`src/sv/nsc_pkg.sv`:
```
// Shared constants, types and character helpers for the NMEA sentence checker.
`timescale 1ns / 1ps
package nsc_pkg;

    localparam int MAX_SENTENCE = 75;
    localparam int LEN_W        = 7;
    localparam int KIND_W       = 3;
    localparam int NUM_KINDS    = 4;
    localparam int PREFIX_LEN   = 6;

    localparam logic [7:0] CH_DOLLAR = 8'h24;
    localparam logic [7:0] CH_STAR   = 8'h2A;
    localparam logic [7:0] CH_LF     = 8'h0A;
    localparam logic [7:0] CH_NUL    = 8'h00;

    localparam logic [KIND_W-1:0] KIND_OTHER = 3'd0;
    localparam logic [KIND_W-1:0] KIND_GGA   = 3'd1;
    localparam logic [KIND_W-1:0] KIND_RMC   = 3'd2;
    localparam logic [KIND_W-1:0] KIND_GLL   = 3'd3;
    localparam logic [KIND_W-1:0] KIND_VTG   = 3'd4;

    typedef struct packed {
        logic                 checksum_ok;
        logic [KIND_W-1:0]    sentence_kind;
        logic [7:0]           computed_sum;
        logic [LEN_W-1:0]     sentence_length;
    } result_t;

    // Uppercase hex digit for a nibble
    function automatic logic [7:0] hex_char(input logic [3:0] nibble);
        logic [7:0] ch;
        if (nibble < 4'd10)
        begin
            ch = 8'h30 + {4'd0, nibble};
        end
        else
        begin
            ch = 8'h37 + {4'd0, nibble};
        end
        return ch;
    endfunction

    // Expected character of a known prefix: kind index 0..3, position 0..5
    function automatic logic [7:0] kind_char(input logic [1:0] kind, input logic [2:0] pos);
        logic [7:0] ch;
        case (pos)
            3'd0: ch = CH_DOLLAR;
            3'd1: ch = 8'h47;                       // G
            3'd2: ch = 8'h4E;                       // N
            3'd3:
            begin
                case (kind)
                    2'd1:    ch = 8'h52;            // R
                    2'd3:    ch = 8'h56;            // V
                    default: ch = 8'h47;            // G
                endcase
            end
            3'd4:
            begin
                case (kind)
                    2'd0:    ch = 8'h47;            // G
                    2'd1:    ch = 8'h4D;            // M
                    2'd2:    ch = 8'h4C;            // L
                    default: ch = 8'h54;            // T
                endcase
            end
            3'd5:
            begin
                case (kind)
                    2'd0:    ch = 8'h41;            // A
                    2'd1:    ch = 8'h43;            // C
                    2'd2:    ch = 8'h4C;            // L
                    default: ch = 8'h47;            // G
                endcase
            end
            default: ch = CH_NUL;
        endcase
        return ch;
    endfunction

endpackage

```
`src/sv/nmea_sentence_checker_core.sv`:
```
// Top level of the NMEA 0183 sentence checker.
//
// Input channel: in_valid / in_stall carry rx_byte, one received character
// per item. An item is taken at a rising edge with in_valid high and
// in_stall low.
// Output channel: out_valid / out_stall carry one result per ended sentence
// (checksum_ok, sentence_kind, computed_sum, sentence_length).
// A '$' restarts a sentence without a result. A line feed, or any other
// byte once 75 characters are held, ends the sentence and yields a result.
// A byte is registered on entry in the input register and processed from
// there; an ending byte loads its result into the result register, which
// drives out_valid, once the result slot has room.
// Throughput: one byte per cycle while in_stall is low; the sentence state
// update is a single compare/XOR step between the input and result registers.
// Reset (rst_n low, asynchronous) empties the sentence store and both
// registers; no result is pending afterwards.
// When the receiver stalls, the held result stays put; the input register
// keeps taking bytes that do not end a sentence, and the next ending byte
// waits there, raising in_stall, until the result slot frees up.
`timescale 1ns / 1ps
module nmea_sentence_checker_core (
    input  logic                          clk,
    input  logic                          rst_n,
    input  logic                          in_valid,
    output logic                          in_stall,
    input  logic [7:0]                    rx_byte,
    output logic                          out_valid,
    input  logic                          out_stall,
    output logic                          checksum_ok,
    output logic [nsc_pkg::KIND_W-1:0]    sentence_kind,
    output logic [7:0]                    computed_sum,
    output logic [nsc_pkg::LEN_W-1:0]     sentence_length
);
    import nsc_pkg::*;

    logic       held_valid;
    logic [7:0] held_byte;
    logic       ends;
    logic       room;
    logic       step;
    result_t    result;

    // Byte proceeds unless it ends a sentence and the result slot is busy
    assign step = held_valid && (!ends || room);

    nsc_in_stage u_in (
        .clk        (clk),
        .rst_n      (rst_n),
        .in_valid   (in_valid),
        .rx_byte    (rx_byte),
        .consume    (step),
        .in_stall   (in_stall),
        .held_valid (held_valid),
        .held_byte  (held_byte)
    );

    nsc_frame u_frame (
        .clk    (clk),
        .rst_n  (rst_n),
        .step   (step),
        .data   (held_byte),
        .ends   (ends),
        .result (result)
    );

    nsc_out_stage u_out (
        .clk             (clk),
        .rst_n           (rst_n),
        .load            (step && ends),
        .result          (result),
        .out_stall       (out_stall),
        .room            (room),
        .out_valid       (out_valid),
        .checksum_ok     (checksum_ok),
        .sentence_kind   (sentence_kind),
        .computed_sum    (computed_sum),
        .sentence_length (sentence_length)
    );

    // A valid sentence holds at least "$*XX"
    a_ok_len: assert property (@(posedge clk) disable iff (!rst_n)
        out_valid && checksum_ok |-> sentence_length >= LEN_W'(4))
        else $error("checksum_ok on a sentence shorter than four characters");

    a_kind_len: assert property (@(posedge clk) disable iff (!rst_n)
        out_valid && (sentence_kind != KIND_OTHER) |-> sentence_length >= LEN_W'(PREFIX_LEN))
        else $error("sentence kind reported for a short prefix");

    a_max_len: assert property (@(posedge clk) disable iff (!rst_n)
        out_valid |-> sentence_length <= LEN_W'(MAX_SENTENCE))
        else $error("sentence length above the store size");

    a_stall_src: assert property (@(posedge clk) disable iff (!rst_n)
        in_stall |-> held_valid && ends && out_valid && out_stall)
        else $error("input stalled without a blocked ending byte");

endmodule

```
`src/sv/nsc_in_stage.sv`:
```
// Input register for received bytes; doubles as the skid stage.
`timescale 1ns / 1ps
module nsc_in_stage (
    input  logic       clk,
    input  logic       rst_n,
    input  logic       in_valid,
    input  logic [7:0] rx_byte,
    input  logic       consume,
    output logic       in_stall,
    output logic       held_valid,
    output logic [7:0] held_byte
);
    import nsc_pkg::*;

    logic       valid_reg;
    logic       valid_next;
    logic [7:0] byte_reg;
    logic       load;

    assign in_stall   = valid_reg && !consume;
    assign load       = in_valid && !in_stall;
    assign held_valid = valid_reg;
    assign held_byte  = byte_reg;

    always_comb
    begin
        valid_next = valid_reg;
        if (load)
        begin
            valid_next = 1'b1;
        end
        else if (consume)
        begin
            valid_next = 1'b0;
        end
    end

    always_ff @(posedge clk or negedge rst_n)
    begin
        if (!rst_n)
        begin
            valid_reg <= 1'b0;
        end
        else
        begin
            valid_reg <= valid_next;
        end
    end

    always_ff @(posedge clk)
    begin
        if (load)
        begin
            byte_reg <= rx_byte;
        end
    end

endmodule

```
`src/sv/nsc_frame.sv`:
```
// Sentence framing state, running XOR, checksum digit and prefix tracking.
`timescale 1ns / 1ps
module nsc_frame (
    input  logic             clk,
    input  logic             rst_n,
    input  logic             step,
    input  logic [7:0]       data,
    output logic             ends,
    output nsc_pkg::result_t result
);
    import nsc_pkg::*;

    logic [LEN_W-1:0]     count_reg,  count_next;
    logic                 began_reg,  began_next;
    logic [7:0]           xor_reg,    xor_next;
    logic                 star_reg,   star_next;
    logic                 stop_reg,   stop_next;
    logic [1:0]           digits_reg, digits_next;
    logic [1:0]           match_reg,  match_next;
    logic [NUM_KINDS-1:0] cand_reg,   cand_next;

    logic       is_dollar;
    logic [3:0] nib;

    assign is_dollar = (data == CH_DOLLAR);
    assign ends = !is_dollar &&
                  ((data == CH_LF) || (count_reg >= LEN_W'(MAX_SENTENCE)));
    assign nib  = (digits_reg == 2'd0) ? xor_reg[7:4] : xor_reg[3:0];

    // Result from the state before the ending byte
    always_comb
    begin
        result.checksum_ok     = began_reg && star_reg && (digits_reg == 2'd2) &&
                                 (match_reg == 2'b11);
        result.sentence_kind   = KIND_OTHER;
        if (began_reg && (count_reg >= LEN_W'(PREFIX_LEN)))
        begin
            if (cand_reg[0])
                result.sentence_kind = KIND_GGA;
            else if (cand_reg[1])
                result.sentence_kind = KIND_RMC;
            else if (cand_reg[2])
                result.sentence_kind = KIND_GLL;
            else if (cand_reg[3])
                result.sentence_kind = KIND_VTG;
        end
        result.computed_sum    = began_reg ? xor_reg : 8'h00;
        result.sentence_length = count_reg;
    end

    always_comb
    begin
        count_next  = count_reg;
        began_next  = began_reg;
        xor_next    = xor_reg;
        star_next   = star_reg;
        stop_next   = stop_reg;
        digits_next = digits_reg;
        match_next  = match_reg;
        cand_next   = cand_reg;
        if (is_dollar)
        begin
            // restart: '$' becomes the first stored character
            count_next  = LEN_W'(1);
            began_next  = 1'b1;
            xor_next    = 8'h00;
            star_next   = 1'b0;
            stop_next   = 1'b0;
            digits_next = 2'd0;
            match_next  = 2'b00;
            cand_next   = '1;
        end
        else if (ends)
        begin
            count_next  = '0;
            began_next  = 1'b0;
            xor_next    = 8'h00;
            star_next   = 1'b0;
            stop_next   = 1'b0;
            digits_next = 2'd0;
            match_next  = 2'b00;
            cand_next   = '1;
        end
        else
        begin
            if (count_reg < LEN_W'(PREFIX_LEN))
            begin
                for (int k = 0; k < NUM_KINDS; k++)
                begin
                    if (kind_char(2'(k), count_reg[2:0]) != data)
                        cand_next[k] = 1'b0;
                end
            end
            if (count_reg == '0)
            begin
                began_next = 1'b0;
            end
            else if (star_reg)
            begin
                if (digits_reg < 2'd2)
                begin
                    if (data == hex_char(nib))
                        match_next[digits_reg[0]] = 1'b1;
                    digits_next = digits_reg + 2'd1;
                end
            end
            else if (!stop_reg)
            begin
                if (data == CH_NUL)
                    stop_next = 1'b1;
                else if (data == CH_STAR)
                    star_next = 1'b1;
                else
                    xor_next = xor_reg ^ data;
            end
            count_next = count_reg + LEN_W'(1);
        end
    end

    always_ff @(posedge clk or negedge rst_n)
    begin
        if (!rst_n)
        begin
            count_reg  <= '0;
            began_reg  <= 1'b0;
            xor_reg    <= 8'h00;
            star_reg   <= 1'b0;
            stop_reg   <= 1'b0;
            digits_reg <= 2'd0;
            match_reg  <= 2'b00;
            cand_reg   <= '1;
        end
        else if (step)
        begin
            count_reg  <= count_next;
            began_reg  <= began_next;
            xor_reg    <= xor_next;
            star_reg   <= star_next;
            stop_reg   <= stop_next;
            digits_reg <= digits_next;
            match_reg  <= match_next;
            cand_reg   <= cand_next;
        end
    end

endmodule

```
`src/sv/nsc_out_stage.sv`:
```
// Result register with valid/stall handshake.
`timescale 1ns / 1ps
module nsc_out_stage (
    input  logic                          clk,
    input  logic                          rst_n,
    input  logic                          load,
    input  nsc_pkg::result_t              result,
    input  logic                          out_stall,
    output logic                          room,
    output logic                          out_valid,
    output logic                          checksum_ok,
    output logic [nsc_pkg::KIND_W-1:0]    sentence_kind,
    output logic [7:0]                    computed_sum,
    output logic [nsc_pkg::LEN_W-1:0]     sentence_length
);
    import nsc_pkg::*;

    logic    valid_reg;
    logic    valid_next;
    result_t res_reg;

    // free now, or the waiting result leaves this edge
    assign room = !valid_reg || !out_stall;

    always_comb
    begin
        valid_next = valid_reg;
        if (load)
            valid_next = 1'b1;
        else if (!out_stall)
            valid_next = 1'b0;
    end

    always_ff @(posedge clk or negedge rst_n)
    begin
        if (!rst_n)
        begin
            valid_reg <= 1'b0;
        end
        else
        begin
            valid_reg <= valid_next;
        end
    end

    always_ff @(posedge clk)
    begin
        if (load)
        begin
            res_reg <= result;
        end
    end

    assign out_valid       = valid_reg;
    assign checksum_ok     = res_reg.checksum_ok;
    assign sentence_kind   = res_reg.sentence_kind;
    assign computed_sum    = res_reg.computed_sum;
    assign sentence_length = res_reg.sentence_length;

endmodule
```
`config.mk`:
```
export PLATFORM = sky130hd
export DESIGN_NAME = nmea_sentence_checker_core
export DESIGN_NICKNAME = d
export VERILOG_FILES = /design/src/sv/nsc_pkg.sv /design/src/sv/nmea_sentence_checker_core.sv /design/src/sv/nsc_in_stage.sv /design/src/sv/nsc_frame.sv /design/src/sv/nsc_out_stage.sv
export SDC_FILE = /design/constraint.sdc
export NUM_CORES = 1
export LEC_CHECK = 0
export BUFFER_PORTS_ARGS = -buffer_cell sky130_fd_sc_hd__buf_2
export CAP_MARGIN = 20
export CELL_PAD_IN_SITES_DETAIL_PLACEMENT = 0
export CELL_PAD_IN_SITES_GLOBAL_PLACEMENT = 1
export CORE_MARGIN = 2
export CORE_UTILIZATION = 40
export DETAILED_ROUTE_END_ITERATION = 7
export PLACE_DENSITY_LB_ADDON = 0.1
export SYNTH_ARGS = -nofsm -noshare
export SYNTH_HDL_FRONTEND = slang
export SYNTH_SLANG_ARGS = --single-unit
```
`constraint.sdc`:
```
create_clock -name clk -period 3.7 [get_ports clk]
set_clock_uncertainty 0.15 [all_clocks]
set_input_delay 0.555 -clock clk [delete_from_list [all_inputs] [get_ports clk]]
set_output_delay 0.555 -clock clk [all_outputs]
set_load 0.01 [all_outputs]
```
==> flow_metrics.env <==
export IMPL_outcome="finished, final reports clean"
export IMPL_maxCapViolations=0
export IMPL_yosysWarningCount=0
export IMPL_crit_chain="or3_1, nor3_2, nor2_1, nor3_1, buf_2"
export IMPL_worst_slew_pin_transition_ps=939
export IMPL_syn_inst=344
export IMPL_cts_max_level=2
export IMPL_pin_count=33
export IMPL_dieWidth_um=95.9
export IMPL_start_util_pct=41.1
export IMPL_via_per_inst=5.89
export IMPL_worstSkewPairLatency_ps=310
export IMPL_max_slew_margin_rel_pct=35.8
export IMPL_cts_tree="built"
export IMPL_synth_area_per_cell_um2=9.81
export IMPL_nNetsFinal=391
export IMPL_cts_sinks=55
export IMPL_dp_cells=468
export IMPL_yosys_cell_types_count=58
export IMPL_grt_pass1_wl_um=13900
export IMPL_finalCritPeriodShare_pct=90.3
export IMPL_path_buf_inv=1
export IMPL_setup_viol=0
export IMPL_n_antenna_cell=0
export IMPL_holdWs_ps=123
export IMPL_power_density_nw_per_um2=704
export IMPL_p_total_mw=2.62
export IMPL_grt_antenna_before_repair=0
export IMPL_path_clk_slew_ps=110
export IMPL_area_growth_pct=10.1
export IMPL_postRouteWirelength_um=8610
export IMPL_drtIter0Drc=180
export IMPL_post_dp_hpwl_um=6350
export IMPL_ctsResizeCount=0
export IMPL_grt_max_degree=29
export IMPL_ys_seq_area_share_pct=44.9
export IMPL_crit_type="reg -> out"
export IMPL_final_util_pct=45.2
export IMPL_peakVddDrop_uv=213
export IMPL_die_y_um=95.9
export IMPL_synth_top_area_cell="edfxtp_1"
export IMPL_cts_buffer_depth=2
export IMPL_hold_buffers=0
export IMPL_worst_path_stages=5
export IMPL_synthFlopType="edfxtp_1"
export IMPL_overflow=0
export IMPL_tns_ps=0
export IMPL_critPathArrivalTime_ps=2640
export IMPL_synth_enable_flop_cells=27
export IMPL_leakagePower_nw=1.45
export IMPL_synth_seq_cells=55
export IMPL_hold_viol=0
export IMPL_ff2ff_path_depth=5
export IMPL_cts_root_buf="clkbuf_8"
export IMPL_grt_usage_pct=19.8
export IMPL_cp_end_kind="output port"
export IMPL_layout_common_cells="buf_2 (32), edfxtp_1 (27), nand2_1 (25)"
export IMPL_synthArstFlopShare_pct=50.9
export IMPL_synth_area_top_cells="edfxtp_1 (24%), dfrtp_1 (18%), xnor2_1 (3.9%)"
export IMPL_finalCriticalPeriod_ps=3340
export IMPL_cts_buffers=5
export IMPL_drc=0
export IMPL_drive_above_1_share_pct=16.2
export IMPL_drtPass1Iterations=5
export IMPL_min_path_type="in -> async"
export IMPL_layout_commonest_cell="buf_2"
export IMPL_rows=33
export IMPL_cpPeakStageDelay_ps=580
export IMPL_syn_area_um2=3370
export IMPL_worst_path_max_fanout=10
export IMPL_numPortBuffers=32
export IMPL_grt_setup_unrepaired="no"
export IMPL_slew_viol_final=0
export IMPL_slowest_stage="edfxtp_1"
export IMPL_grt_pass1_vias=2545
export IMPL_synth_top_cell_area_share_pct=24.0
export IMPL_drtAntennaViolNets=0
export IMPL_core_area_um2=8220
export IMPL_wl_per_cell_um=18.1
export IMPL_critPathRequiredTime_ps=2990
export IMPL_path_delay_family="simple AND/OR/NAND/NOR gates"
export IMPL_cts_setup_buffers=0
export IMPL_vias=2806
export IMPL_die_area_um2=9190
export IMPL_maxClockFrequency_ghz=0.299
export IMPL_startpoint_type="flip-flop"
export IMPL_gp_congestion=0.912
export IMPL_syn_num_nets=365
export IMPL_stdcell_count=476
-- area by class of cell --
class,instances,area [um2]
Tap cell,105,131
Inverter,15,56.3
Fill cell,800,4500
Clock inverter,3,22.5
Clock buffer,5,68.8
Sequential cell,55,1520
Multi-Input combinational cell,254,1710
Timing Repair Buffer,39,213
-- cells in the mapped netlist, drive strengths merged (5+ instances only) --
cell type	instances
or3	11
buf	6
ha	9
clkbuf	14
or4	5
o211ai	6
nand2	25
a21oi	22
o21ai	15
nand3	11
and3	5
xnor2	15
nor4	8
inv	15
o31ai	7
edfxtp	27
nor3	14
dfrtp	24
and2	10
mux2i	7
nor2	17
-- report_power, final --
group	leakage, nW	switching (mW)	internal (mW)
logic	0.808	0.678	0.526
clock network	0.0485	0.214	0.136
registers	0.594	0.227	0.835
-- worst reg2reg max path, stage by stage (launching register included) --
cell     delay (ps)
dfrtp_1         570
ha_1            390
o311a_1         490
nor2_1          440
nor3_1          190
nor2b_1         500
-- path summary, 6_finish.rpt --
path | startpoint | endpoint | slack (ps)
hold reg to reg | u_frame.match_reg[0] | u_frame.match_reg[0] | 380
max in group asynchronous | rst_n | u_frame.xor_reg[3] | 2810
hold / removal | rst_n | u_frame.stop_reg | 120
setup reg to reg | u_frame.count_reg[0] | u_in.held_byte[6] | 610
min in group clk | rx_byte[3] | u_in.held_byte[3] | 270
setup / recovery | u_in.held_byte[4] | in_stall | 360
-- through the flow --
| step | cell area [um2] | worst slack, ps |
|---|---|---|
| 2_1_floorplan | 3370 | 49.6 |
| 3_3_place_gp | 3620 | 673 |
| 3_5_place_dp | 3620 | 641 |
| 4_1_cts | 3710 | 367 |
| 5_1_grt | 3710 | 122 |
| 6_report | 3710 | 359 |
-- per-layer routing --
layer | vias up | global-route usage, % | routed length [um]
met5 | - | 0 | 0
met4 | 0 | 4.88 | 125
met3 | 8 | 2.74 | 571
met2 | 108 | 30.0 | 3740
met1 | 1339 | 29.8 | 4170
li1 | 1351 | - | -
-- cell families after synthesis --
group	count (synthesis)	synth area share, %
AO/OA/AOI/OAI	88	18.2
XOR/XNOR	19	4.93
adder cells (fa/ha/maj)	9	3.34
buffers and inverters	35	4.63
flip-flops	55	44.9
multiplexers	9	2.74
AND/OR/NAND/NOR	129	21.2
No activity file was read; power rests on OpenSTA's default activity.
